===== config.mk =====
export PLATFORM = sky130hd
export DESIGN_NAME = console_line_editor_core
export DESIGN_NICKNAME = d
export VERILOG_FILES = /design/src/rtl/cle_pkg.sv /design/src/rtl/cle_line_ram.sv /design/src/rtl/cle_ctrl.sv /design/src/rtl/console_line_editor_core.sv
export SDC_FILE = /design/constraint.sdc
export NUM_CORES = 1
export LEC_CHECK = 0
export BUFFER_PORTS_ARGS = -buffer_cell sky130_fd_sc_hd__buf_2
export CAP_MARGIN = 10
export CORE_MARGIN = 2
export CORE_UTILIZATION = 49
export DETAILED_ROUTE_END_ITERATION = 10
export GPL_TIMING_DRIVEN = 0
export PLACE_DENSITY = 0.62
export REMOVE_ABC_BUFFERS = 1
export SLEW_MARGIN = 15
export SYNTH_ARGS = -nofsm -noshare
export SYNTH_HDL_FRONTEND = slang
export SYNTH_SLANG_ARGS = --single-unit

===== constraint.sdc =====
create_clock -name clock -period 4.65 [get_ports clock]
set_input_delay 0.93 -clock clock [delete_from_list [all_inputs] [get_ports clock]]
set_output_delay 0.93 -clock clock [all_outputs]
set_load 0.01 [all_outputs]

===== src/rtl/cle_pkg.sv =====
package cle_pkg;

   localparam int LINE_DEPTH = 32;
   localparam int ADDR_W = $clog2(LINE_DEPTH);
   localparam int WPOS_W = $clog2(LINE_DEPTH + 1);
   localparam int CHAR_W = 7;
   localparam int POS_W = 5;
   localparam int RX_W = 8;
   localparam int RSP_DATA_W = 16;

   localparam logic [RX_W-1:0] CODE_BS = 8'h08;
   localparam logic [RX_W-1:0] CODE_LF = 8'h0A;
   localparam logic [RX_W-1:0] CODE_CR = 8'h0D;
   localparam logic [RX_W-1:0] CODE_SPACE = 8'h20;
   localparam logic [RX_W-1:0] CODE_DEL = 8'h7F;

   localparam logic KIND_ECHO = 1'b0;
   localparam logic KIND_LINE = 1'b1;

   typedef logic [ADDR_W-1:0] addr_type;
   typedef logic [WPOS_W-1:0] wpos_type;
   typedef logic [CHAR_W-1:0] char_type;
   typedef logic [POS_W-1:0] pos_type;

   typedef enum logic [3:0] {
      S_IDLE  = 4'b0001,
      S_ECHO  = 4'b0010,
      S_RADDR = 4'b0100,
      S_RDATA = 4'b1000
   } state_type;

   typedef struct packed {
      logic kind;
      char_type char_out;
      pos_type position;
      logic last;
   } result_type;

   typedef struct packed {
      logic wr_en;
      addr_type wr_addr;
      char_type wr_data;
      logic rd_en;
      addr_type rd_addr;
   } ram_req_type;

   function automatic logic char_accepted(input logic [RX_W-1:0] c);
      return ((c >= CODE_BS) && (c <= CODE_CR)) || ((c >= CODE_SPACE) && (c <= CODE_DEL));
   endfunction

endpackage


===== src/rtl/cle_line_ram.sv =====
module cle_line_ram (
   input logic clock,
   input cle_pkg::ram_req_type ram_req,
   output cle_pkg::char_type rd_data
);
   import cle_pkg::*;

   char_type line_mem [LINE_DEPTH];
   char_type rd_data_ff;

   always_ff @(posedge clock) begin
      if (ram_req.wr_en) begin
         line_mem[ram_req.wr_addr] <= ram_req.wr_data;
      end
      // read data holds while no read is issued
      if (ram_req.rd_en) begin
         rd_data_ff <= line_mem[ram_req.rd_addr];
      end
   end

   assign rd_data = rd_data_ff;

endmodule


===== src/rtl/cle_ctrl.sv =====
module cle_ctrl (
   input logic clock,
   input logic reset,
   input logic req_tvalid,
   output logic req_tready,
   input logic [cle_pkg::RX_W-1:0] req_tdata,
   input logic out_free,
   output cle_pkg::ram_req_type ram_req,
   input cle_pkg::char_type ram_rd_data,
   output logic result_valid,
   output cle_pkg::result_type result
);
   import cle_pkg::*;

   state_type state_ff, state_in;
   wpos_type wp_ff, wp_in;
   wpos_type len_ff, len_in;
   addr_type idx_ff, idx_in;
   char_type ch_ff, ch_in;
   logic lf_ff, lf_in;

   logic room;
   logic back;
   logic is_lf;
   logic echo;
   logic read_last;
   wpos_type wp_step;

   always_comb begin
      room = wp_ff < WPOS_W'(LINE_DEPTH);
      back = (req_tdata == CODE_BS) || (req_tdata == CODE_DEL);
      is_lf = req_tdata == CODE_LF;
      echo = room && (!back || (wp_ff != '0));
      if (!room) begin
         wp_step = wp_ff;
      end else if (back) begin
         wp_step = (wp_ff != '0) ? wp_ff - WPOS_W'(1) : wp_ff;
      end else begin
         wp_step = wp_ff + WPOS_W'(1);
      end
      read_last = (WPOS_W'(idx_ff) + WPOS_W'(1)) == len_ff;
   end

   always_comb begin
      state_in = state_ff;
      wp_in = wp_ff;
      len_in = len_ff;
      idx_in = idx_ff;
      ch_in = ch_ff;
      lf_in = lf_ff;
      req_tready = 1'b0;
      result_valid = 1'b0;
      result = '0;
      ram_req = '0;
      ram_req.wr_addr = wp_ff[ADDR_W-1:0];
      ram_req.wr_data = req_tdata[CHAR_W-1:0];
      ram_req.rd_addr = idx_ff;

      unique case (state_ff)
         S_IDLE: begin
            req_tready = 1'b1;
            if (req_tvalid && char_accepted(req_tdata)) begin
               ch_in = req_tdata[CHAR_W-1:0];
               lf_in = is_lf;
               ram_req.wr_en = room;
               wp_in = is_lf ? '0 : wp_step;
               len_in = wp_step;
               idx_in = '0;
               if (echo) begin
                  state_in = S_ECHO;
               end else if (is_lf) begin
                  state_in = S_RADDR;
               end
            end
         end
         S_ECHO: begin
            if (out_free) begin
               result_valid = 1'b1;
               result.kind = KIND_ECHO;
               result.char_out = ch_ff;
               result.position = '0;
               result.last = !lf_ff;
               state_in = lf_ff ? S_RADDR : S_IDLE;
            end
         end
         S_RADDR: begin
            ram_req.rd_en = 1'b1;
            state_in = S_RDATA;
         end
         S_RDATA: begin
            if (out_free) begin
               result_valid = 1'b1;
               result.kind = KIND_LINE;
               result.char_out = ram_rd_data;
               result.position = POS_W'(idx_ff);
               result.last = read_last;
               if (read_last) begin
                  state_in = S_IDLE;
               end else begin
                  idx_in = idx_ff + ADDR_W'(1);
                  state_in = S_RADDR;
               end
            end
         end
         default: begin
            state_in = S_IDLE;
         end
      endcase
   end

   always_ff @(posedge clock) begin
      if (reset) begin
         state_ff <= S_IDLE;
         wp_ff <= '0;
      end else begin
         state_ff <= state_in;
         wp_ff <= wp_in;
      end
      len_ff <= len_in;
      idx_ff <= idx_in;
      ch_ff <= ch_in;
      lf_ff <= lf_in;
   end

`ifndef SYNTHESIS
   a_wp_bound: assert property (@(posedge clock) disable iff (reset)
      wp_ff <= WPOS_W'(LINE_DEPTH))
      else $error("write position past line depth");

   a_emit_free: assert property (@(posedge clock) disable iff (reset)
      result_valid |-> out_free)
      else $error("result issued into a full output register");

   a_read_in_line: assert property (@(posedge clock) disable iff (reset)
      (state_ff == S_RDATA) |-> (WPOS_W'(idx_ff) < len_ff))
      else $error("readout index beyond line length");

   a_wp_cleared: assert property (@(posedge clock) disable iff (reset)
      (state_ff == S_RADDR || state_ff == S_RDATA) |-> (wp_ff == '0))
      else $error("write position not cleared during readout");
`endif

endmodule


===== src/rtl/console_line_editor_core.sv =====
// Line editor for a serial console.
// req_* carries received characters, one per item; codes outside 8..13 and
// 32..127 are dropped without a result. rsp_* carries results: tuser says
// echo (0) or completed-line character (1), tlast marks the final result
// of an input item.
// Each accepted character is written into a 32-entry line RAM and echoed.
// Backspace/delete echo only on a non-empty line; with the line full every
// character but a line feed is ignored. A line feed triggers a readout of the stored line.
// A plain character is accepted, then echoed into the output register. A
// line feed then reads out each stored character through an address state
// and a data state, since the line RAM read is registered.
// Input is not taken during echo or readout.
// Results sit in a single output register; the core keeps working while it
// is full and only stalls when the next result has nowhere to go.
// Reset (synchronous) empties the line; RAM contents are not cleared and
// need no clearing pass, since only entries of the current line are read.
module console_line_editor_core (
   input logic clock,
   input logic reset,
   input logic req_tvalid,
   output logic req_tready,
   input logic [cle_pkg::RX_W-1:0] req_tdata,   // [7:0] rx_char
   output logic rsp_tvalid,
   input logic rsp_tready,
   output logic [cle_pkg::RSP_DATA_W-1:0] rsp_tdata, // [6:0] char_out, [11:7] position
   output logic rsp_tuser,                      // [0] kind
   output logic rsp_tlast
);
   import cle_pkg::*;

   ram_req_type ram_req;
   char_type ram_rd_data;
   logic out_free;
   logic result_valid;
   result_type result;

   logic rsp_valid_ff, rsp_valid_in;
   result_type rsp_ff, rsp_in;

   cle_line_ram u_ram (
      .clock(clock),
      .ram_req(ram_req),
      .rd_data(ram_rd_data)
   );

   cle_ctrl u_ctrl (
      .clock(clock),
      .reset(reset),
      .req_tvalid(req_tvalid),
      .req_tready(req_tready),
      .req_tdata(req_tdata),
      .out_free(out_free),
      .ram_req(ram_req),
      .ram_rd_data(ram_rd_data),
      .result_valid(result_valid),
      .result(result)
   );

   always_comb begin
      out_free = !rsp_valid_ff || rsp_tready;
      rsp_valid_in = rsp_valid_ff;
      rsp_in = rsp_ff;
      if (out_free) begin
         rsp_valid_in = result_valid;
         rsp_in = result;
      end
   end

   always_ff @(posedge clock) begin
      if (reset) begin
         rsp_valid_ff <= 1'b0;
      end else begin
         rsp_valid_ff <= rsp_valid_in;
      end
      rsp_ff <= rsp_in;
   end

   assign rsp_tvalid = rsp_valid_ff;
   assign rsp_tdata = {(RSP_DATA_W - POS_W - CHAR_W)'(0), rsp_ff.position, rsp_ff.char_out};
   assign rsp_tuser = rsp_ff.kind;
   assign rsp_tlast = rsp_ff.last;

`ifndef SYNTHESIS
   a_hold_stalled: assert property (@(posedge clock) disable iff (reset)
      (rsp_tvalid && !rsp_tready) |=> (rsp_tvalid && $stable(rsp_tdata)))
      else $error("stalled result changed");

   a_no_input_on_result: assert property (@(posedge clock) disable iff (reset)
      result_valid |-> !req_tready)
      else $error("input taken while a result is issued");

   a_echo_pos_zero: assert property (@(posedge clock) disable iff (reset)
      (rsp_tvalid && (rsp_tuser == KIND_ECHO)) |-> (rsp_tdata[11:7] == '0))
      else $error("echo result with nonzero position");
`endif

endmodule


==> metrics.csv <==
stage,metric,value,unit
layout,antenna_cells,0,
sta,final_max_slew_viol_count,0,
power,p_leak,4.21,nW
sta,slew-limit-headroom,0.293,
yosys,ys_seq_area_frac,0.726,
yosys,synth.ff_latch_count,275,
setup_path,cp.arrival,3.77,ns
grt,grt-ovfl-total,0,
floorplan,io_pins,32,
yosys,synth.avg_cell_area,18.5,um^2
yosys,synth_edf_count,264,
setup_path,start_kind,input pin,
cts,cts_tree,done,
sta,fin_crit,3.62,ns
sta,setup_violations,0,
place,numPortBuffers,27,
floorplan,dieHeight,155,um
setup_path,path_delay_family,simple AND/OR/NAND/NOR gates,
floorplan,die-area,24100,um^2
sta,clock_skew,0.0199,ns
yosys,yosysTopAreaCellShare,0.706,
cts,clockBufferDepth,3,
yosys,yosysUniqueCellTypes,65,
drt,dr.pass1.iters,5,
drt,wl_met1,10100,um
grt,grt_pass1_vias,5795,
cts,numClockSinks,275,
drt,vias,5651,
cts,cts.repair.resized,0,
grt,grt_max_degree,37,
cts,clk_pin_slew,0.06,ns
drt,routedWlPerCell,23.5,um
sta,rsz0062_at_grt,no,
place,preCtsSetupSlack,0.552,ns
drt,totalWireLength,22400,um
cts,cts_setup_buffers,0,
layout,nets,665,
floorplan,core_area,22600,um^2
floorplan,die_w,155,um
grt,grt_pass1_wl,34900,um
grt,grtUsageTotal,0.192,
drt,drtIter0Drc,467,
cts,numCtsBuffers,28,
yosys,yosys_warnings,0,
setup_path,crit_path_end_kind,flip-flop,
sta,hold_violations,0,
yosys,async_flop_share,0,
setup_path,slowest_stage,nor2_1,
sta,worst_pin_slew,1.06,ns
setup_path,critPathMaxFanout,35,
cts,hold_buffers,0,
drt,detail-route-antenna-nets,0,
layout,area_growth,13.6,%
floorplan,num_rows,55,
grt,antenna_found_initial,0,
yosys,syn_area,11200,um^2
place,place_hpwl,14400,um
setup_path,crit_chain,buf_2 -> a311o_1 -> nand4b_1 -> nor2_2 -> nand2_1 -> nor2_1,
drt,top_layer,met4,
sta,whs,0.509,ns
run,cap_violations,0,
cts,htreeDepth,1,
yosys,syn_inst,606,
drt,wl_met3,920,um
setup_path,required,4.79,ns
sta,setup_tns,0,ns
drt,drc,0,
sta,timing.fmax,276,MHz
run_status,outcome,completed,
layout,fillers,1685,
yosys,synth_area_leaders,"edfxtp_1 71%, mux4_2 13%, dfxtp_1 2.0%",
sta,setup_ws,1.03,ns
drt,routed-wl-met2,10900,um
power,powerDensity,409,nW/um^2
cts,cts_root_buf,clkbuf_16,
setup_path,critPathBufInv,1,
power,peakVddDrop,0.311,mV
floorplan,initial_utilization,0.497,
yosys,synth_top_area_cell,edfxtp_1,
yosys,synth_ff_type,edfxtp_1,
drt,viasPerCell,5.92,
cts,clock_latency,0.54,ns
sta,fin_crit_sh,0.779,
place,gp_congestion,0.816,
setup_path,worstSetupPathType,in -> reg,
layout,drive_above_1_share,0.242,
min_path,worstHoldPathType,reg -> reg,
setup_path,slowest_delay,0.77,ns
## through the flow
stage                      util  total power, mW  area (um^2)  instances
after CTS                 0.565             5.25        12700        954
after global placement    0.512             3.00        11600        891
after global routing      0.565             5.38        12700        954
after detailed placement  0.523             3.02        11800        902
after floorplan               -             2.92        11100        579
final                     0.565             5.21        12700        954
## power by group
part / total [mW] / switching, mW / internal, mW
Sequential: 2.74 / 0.0160 / 2.73
Clock: 2.25 / 0.895 / 1.35
Combinational: 0.220 / 0.129 / 0.0919
Total: 5.21 / 1.04 / 4.17
## layout by cell type, fill, tap and decap left out, drive strengths merged, types with 6 or more instances in the layout
cell | netlist | final
nor2 | 56 | 56
a22o | 7 | 7
mux2 | 8 | 8
nand3 | 9 | 9
a21oi | 8 | 8
edfxtp | 264 | 264
inv | 15 | 15
mux2i | 9 | 9
nor4 | 7 | 7
o21ai | 11 | 11
clkinv | 1 | 15
nand2 | 20 | 20
ha | 6 | 6
mux4 | 65 | 65
dfxtp | 11 | 11
clkbuf | 10 | 33
buf | 20 | 38
nor2b | 8 | 8
## cells in the mapped netlist (2+ instances only)
master and count:
nand3_1 8, edfxtp_1 264, nor2b_1 8, nand4_1 2, inv_1 13, a22o_1 7, xor2_1 3, nand3b_1 4
xnor2_1 4, o211ai_1 2, or3_1 3, buf_1 6, buf_4 8, nor2_2 2, mux4_2 65, a31oi_1 4
and3_1 5, nor4_1 7, nand2_1 20, mux2_2 8, a21oi_1 8, buf_2 4, and2_1 3, ha_1 6
clkbuf_1 10, or2_2 2, nor2_1 54, dfxtp_1 11, buf_6 2, nor3_1 5, o311ai_0 2, inv_2 2
o21ai_0 10, nand2b_1 3, o221ai_1 3, mux2i_1 9
## worst reg2reg max path, cell delays in order (launching register included)
cell and delay [ns]:
dfxtp_1 0.34, or4b_1 0.60, clkinv_1 0.12, nand4b_1 0.51, nor2_2 0.37, nand2_1 0.32, nor2_1 0.77
## final cells by class
cell class	count	area, um^2	share of cell area
flip-flops and latches	275	8150	0.639
clock inverters	19	191	0.0150
well taps	285	357	0.0280
multi-input cells	288	2870	0.225
repair buffers	38	378	0.0297
inverters	16	60.1	0.00471
clock buffers	33	741	0.0581
## sequential cells by signal, summed over array words and instances (netlist names), 4 cells and up
| name | count |
|---|---|
| u_ram.line_mem | 224 |
| rsp_tdata | 12 |
| u_ctrl.ch_ff | 7 |
| u_ram.rd_data | 7 |
| u_ctrl.len_ff | 6 |
| u_ctrl.wp_ff | 6 |
| u_ctrl.idx_ff | 5 |
| u_ctrl.state_ff | 4 |
## kinds of logic after synthesis
group | after synthesis | share of synthesized area
flops | 275 | 0.726
simple gates | 135 | 0.0602
mux | 82 | 0.147
compound gates | 53 | 0.0335
buf+inv | 46 | 0.0198
xor+xnor | 8 | 0.00691
fa+ha+maj | 6 | 0.00669
other cells | 1 | 0.000334
## final timing paths
check        slack, ns                       startpoint  depth (start not counted)                         endpoint
max               1.03                     req_tdata[3]                          6  u_ram.line_mem[14][4]$_DFFE_PP_
min               0.51  u_ctrl.state_ff[1]$_SDFFE_PP0P_                          1  u_ctrl.state_ff[3]$_SDFFE_PP0P_
max reg2reg       1.24  u_ctrl.state_ff[1]$_SDFFE_PP0P_                          6  u_ram.line_mem[14][4]$_DFFE_PP_
min reg2reg       0.51  u_ctrl.state_ff[1]$_SDFFE_PP0P_                          1  u_ctrl.state_ff[3]$_SDFFE_PP0P_
## routing by layer
metal / global-route usage / vias to the layer above
li1: - / 2536
met5: 0 / -
met2: 0.315 / 157
met4: 0.0446 / 0
met1: 0.276 / 2921
met3: 0.0298 / 37
Note: power is estimated with default switching activity, not from simulation.
